File: config.mk
export PLATFORM = sky130hd
export DESIGN_NAME = sgt_lerp
export DESIGN_NICKNAME = d
export VERILOG_FILES = /design/src/rtl/core/sgt_pkg.sv /design/src/rtl/core/sgt_lerp.sv
export SDC_FILE = /design/constraint.sdc
export NUM_CORES = 1
export LEC_CHECK = 0
export BUFFER_PORTS_ARGS = -buffer_cell sky130_fd_sc_hd__buf_2
export CAP_MARGIN = 0
export CORE_ASPECT_RATIO = 1.4
export CORE_MARGIN = 3
export CORE_UTILIZATION = 59
export DETAILED_ROUTE_END_ITERATION = 6
export PLACE_DENSITY = 0.8
export SYNTH_ARGS = -nofsm -noshare
export SYNTH_HDL_FRONTEND = slang
export SYNTH_SLANG_ARGS = --single-unit
export TNS_END_PERCENT = 1
File: constraint.sdc
create_clock -name i_clk -period 7.8 [get_ports i_clk]
set_input_delay 0.39 -clock i_clk [delete_from_list [all_inputs] [get_ports i_clk]]
set_output_delay 0.39 -clock i_clk [all_outputs]
set_load 0.005 [all_outputs]
File: src/rtl/core/sgt_pkg.sv
// Shared types and constants of the staggered grid trilinear sampler.
package sgt_pkg;

    localparam int GRID_X_DEF = 16;
    localparam int GRID_Y_DEF = 16;
    localparam int GRID_Z_DEF = 16;

    localparam int VALUE_W = 32;
    localparam int CELL_W  = 4;
    localparam int INV_W   = 24;
    localparam int AXES_W  = 3;
    localparam int WEIGHT_W = 16;
    localparam int CFG_IDX_W = 1;

    localparam logic [INV_W-1:0]  INV_SPACING_RST = 24'd65536;
    localparam logic [AXES_W-1:0] SHIFT_AXES_RST  = 3'd6;

    localparam logic [CFG_IDX_W-1:0] CFG_INV_SPACING = 1'b0;
    localparam logic [CFG_IDX_W-1:0] CFG_SHIFT_AXES  = 1'b1;

    localparam logic OP_WRITE  = 1'b0;
    localparam logic OP_SAMPLE = 1'b1;

    typedef struct packed {
        logic                      operation;
        logic signed [VALUE_W-1:0] pos_x;
        logic signed [VALUE_W-1:0] pos_y;
        logic signed [VALUE_W-1:0] pos_z;
        logic [CELL_W-1:0]         cell_x;
        logic [CELL_W-1:0]         cell_y;
        logic [CELL_W-1:0]         cell_z;
        logic signed [VALUE_W-1:0] entry_value;
    } t_in_item;

    typedef struct packed {
        logic signed [VALUE_W-1:0] velocity;
        logic                      out_of_range;
    } t_out_item;

    // Clamped scaled coordinate of one axis, Q24.16 in cells
    typedef struct packed {
        logic        flag;
        logic [39:0] s;
    } t_axis;

endpackage

File: src/rtl/core/sgt_lerp.sv
// Two-stage linear blend a + round((b - a) * w / 2^16).
module sgt_lerp (
    input  logic                               i_clk,
    input  logic                               i_en,
    input  logic signed [sgt_pkg::VALUE_W-1:0] i_a,
    input  logic signed [sgt_pkg::VALUE_W-1:0] i_b,
    input  logic [sgt_pkg::WEIGHT_W-1:0]       i_w,
    output logic signed [sgt_pkg::VALUE_W-1:0] o_res
);
    import sgt_pkg::*;

    localparam int DW = VALUE_W + 1;
    localparam int PW = DW + WEIGHT_W + 1;

    logic signed [DW-1:0]      n_diff;
    logic signed [PW-1:0]      n_prod;
    logic signed [PW-1:0]      r_prod;
    logic signed [VALUE_W-1:0] r_a;
    logic signed [PW-1:0]      n_rnd;
    logic signed [PW-17:0]     n_sum;
    logic signed [VALUE_W-1:0] r_res;

    always_comb begin
        n_diff = {i_b[VALUE_W-1], i_b} - {i_a[VALUE_W-1], i_a};
        n_prod = PW'(n_diff * $signed({1'b0, i_w}));
    end

    // Result lies between a and b, so the low word holds it exactly
    always_comb begin
        n_rnd = r_prod + PW'(32768);
        n_sum = n_rnd[PW-1:16] + (PW-16)'(r_a);
    end

    always_ff @(posedge i_clk) begin
        if (i_en) begin
            r_prod <= n_prod;
            r_a    <= i_a;
            r_res  <= n_sum[VALUE_W-1:0];
        end
    end

    assign o_res = r_res;

endmodule

==> out/metrics.yaml <==
run_status:
  run_status: "finished, violations left"
  violations: "negative setup slack"
layout:
  drive_gt1_frac: 0.173
  final_common_cell: "inv_1"
  seq_area_um2: 2910
  syn_to_final_growth_pct: 16.0
  most-common-layout-cells: "597 x inv_1, 473 x fa_1, 328 x nand2_1"
  layout.nets: 3777
  layoutNonFillerInstCount: 3578
  multi_input_area_um2: 19700
  nFillCells: 2955
timing:
  rsz0062_at_grt: "true"
  layout_min_cycle_time_ns: 8.29
  worstMarginPinSlew_ns: 0.877
  fmax_mhz: 121
  setup_viol: 19
  drv_slew: 0
  fin_skew_ns: 0.0208
  fin_crit_sh: 1.06
  timing_hold_violations_final: 0
  max-slew-margin-rel: 0.415
  fin_ws_ns: -0.491
  holdWs_ns: 0.203
cts:
  cts_buffers: 9
  clock_sinks: 97
  cts_buffer_depth: 2
  clk_pin_slew_ns: 0.09
  clock_tree.root_cell: "clkbuf_16"
  insertion_delay_ns: 0.37
  cts_max_level: 3
  cts_hold_buffers: 0
  cts_tree: "built"
hold_path:
  min_path_type: "in -> reg"
worst_setup_path:
  required_ns: 7.92
  startpoint_type: "input port"
  end_kind: "flip-flop"
  worst_ep_arrival_time_ns: 8.41
  cp_common_cell: "fa_1"
  crit_type: "in -> reg"
  cp_slowest_cell: "fa_1"
  slowest_delay_ns: 0.56
  critPathMaxFanout: 7
floorplan:
  start_util: 0.600
  die_area_um2: 44700
  core.rowCount: 88
  fp.dieW_um: 179
  core_um2: 41400
  ios: 114
  die_y_um: 249
placement:
  gp_congestion: 0.953
  placedCellCount: 3543
  place_hpwl_mm: 54.8
  place_ws_ns: -1.08
  io_buffers: 113
detailed_routing:
  wl_per_cell_um: 19.0
  viasPerCell: 5.67
  drc_errors: 0
  drtIter0Drc: 1328
  ant_nets: 0
  vias: 20279
  drtPass1Iterations: 7
  drt-total-wl_mm: 68.0
job:
  cap_violations: 0
yosys:
  synth_mux_area_frac: 0
  synth_nets: 3466
  synth_top_family_by_area: "adder cells"
  ys_seq_elements: 97
  synth_edf_count: 97
  yosysSeqAreaShare: 0.117
  avgSynthCellArea_um2: 9.14
  ys_types: 70
  synthSimpleGateAreaFrac: 0.175
  synth_warnings: 0
  synthXorXnorAreaFrac: 0.0497
  syn-instance-count: 2721
  netlist_area_um2: 24900
  async_flop_share: 0
  synth_compound_area_frac: 0.0676
  synth_ff_type: "edfxtp_1"
  synth_fa_ha_area_frac: 0.480
global_route:
  track_usage: 0.307
  antenna_found_initial: 3
  overflow: 0
  grt_start_max_net_pins: 63
  grt_pass1_vias: 22748
  grt_pass1_wl_mm: 110
==> layout make-up <==
class / instances / area share
multi-input combinational: 1897 / 0.682
sequential: 97 / 0.101
clock buffer: 9 / 0.00781
tap: 540 / 0.0234
inverter: 605 / 0.0788
timing repair buffer: 422 / 0.104
clock inverter: 7 / 0.00265
antenna: 1 / 0.0000868
==> worst max-delay path, delay by kind of cell <==
family | cells | cell delay [ns]
AO/OA/AOI/OAI | 10 | 1.84
XOR/XNOR | 2 | 0.36
adder cells (fa/ha/maj) | 9 | 3.73
buffers and inverters | 11 | 1.36
AND/OR/NAND/NOR | 6 | 0.74
==> cell usage after synthesis (36+ instances only) <==
master    number  share of area
xnor2_1      103          0.036
nand2_1      329          0.050
and2_1       220          0.055
o21ai_0       38         0.0077
clkbuf_1     118          0.018
nor2b_1       36         0.0091
a21oi_1       62          0.012
nor2_1        77          0.012
xor2_1        38          0.013
ha_1         177          0.089
a21o_1        42          0.013
edfxtp_1      97           0.12
inv_1        601          0.091
fa_1         486           0.39
==> cells by family after synthesis <==
| logic type | Yosys count |
|---|---|
| AOI/OAI and AO/OA | 248 |
| DFF | 97 |
| buffers and inverters | 727 |
| adders and majority gates | 663 |
| xor gates and xnor gates | 141 |
| and+or+nand+nor | 845 |
==> per-layer routing <==
layer  share of wire  global-route usage
met2            0.54               0.582
met4           0.085               0.220
met1            0.32               0.303
met3           0.048              0.0425
met5         0.00034                   0
==> timing repair <==
action,4_1_cts,5_1_grt
setup buffers,18,0
endpoints found under the setup margin,27,26
pin swaps,52,14
endpoints found under the hold margin,0,0
gates resized for setup,37,19
==> per-stage QoR <==
stage	TNS, ns	utilization	instance area (um2)
after floorplan	-0.834	-	25100
after CTS	-3.57	0.694	28700
after global placement	-15.54	0.678	28100
final	-5.25	0.696	28800
after global routing	-12.11	0.696	28800
after detailed placement	-21.71	0.678	28100
==> state kept, by name (all words and copies together) (netlist names) <==
name and flops:
r_prod 33, o_res 32, r_a 32
==> worst paths after layout <==
kind	from	end	slack (ns)	depth (start not counted)
worst max-delay path	i_a[0]	r_prod[41]$_DFFE_PP_	-0.49	38
worst min-delay path	i_a[30]	r_a[30]$_DFFE_PP_	0.20	1
worst max register to register	r_prod[17]$_DFFE_PP_	o_res[30]$_DFFE_PP_	2.69	18
worst min register to register	r_a[0]$_DFFE_PP_	o_res[0]$_DFFE_PP_	0.59	1
Power is not shown: default switching activity piles up to over one toggle a cycle in this logic, so the estimate is an artifact.
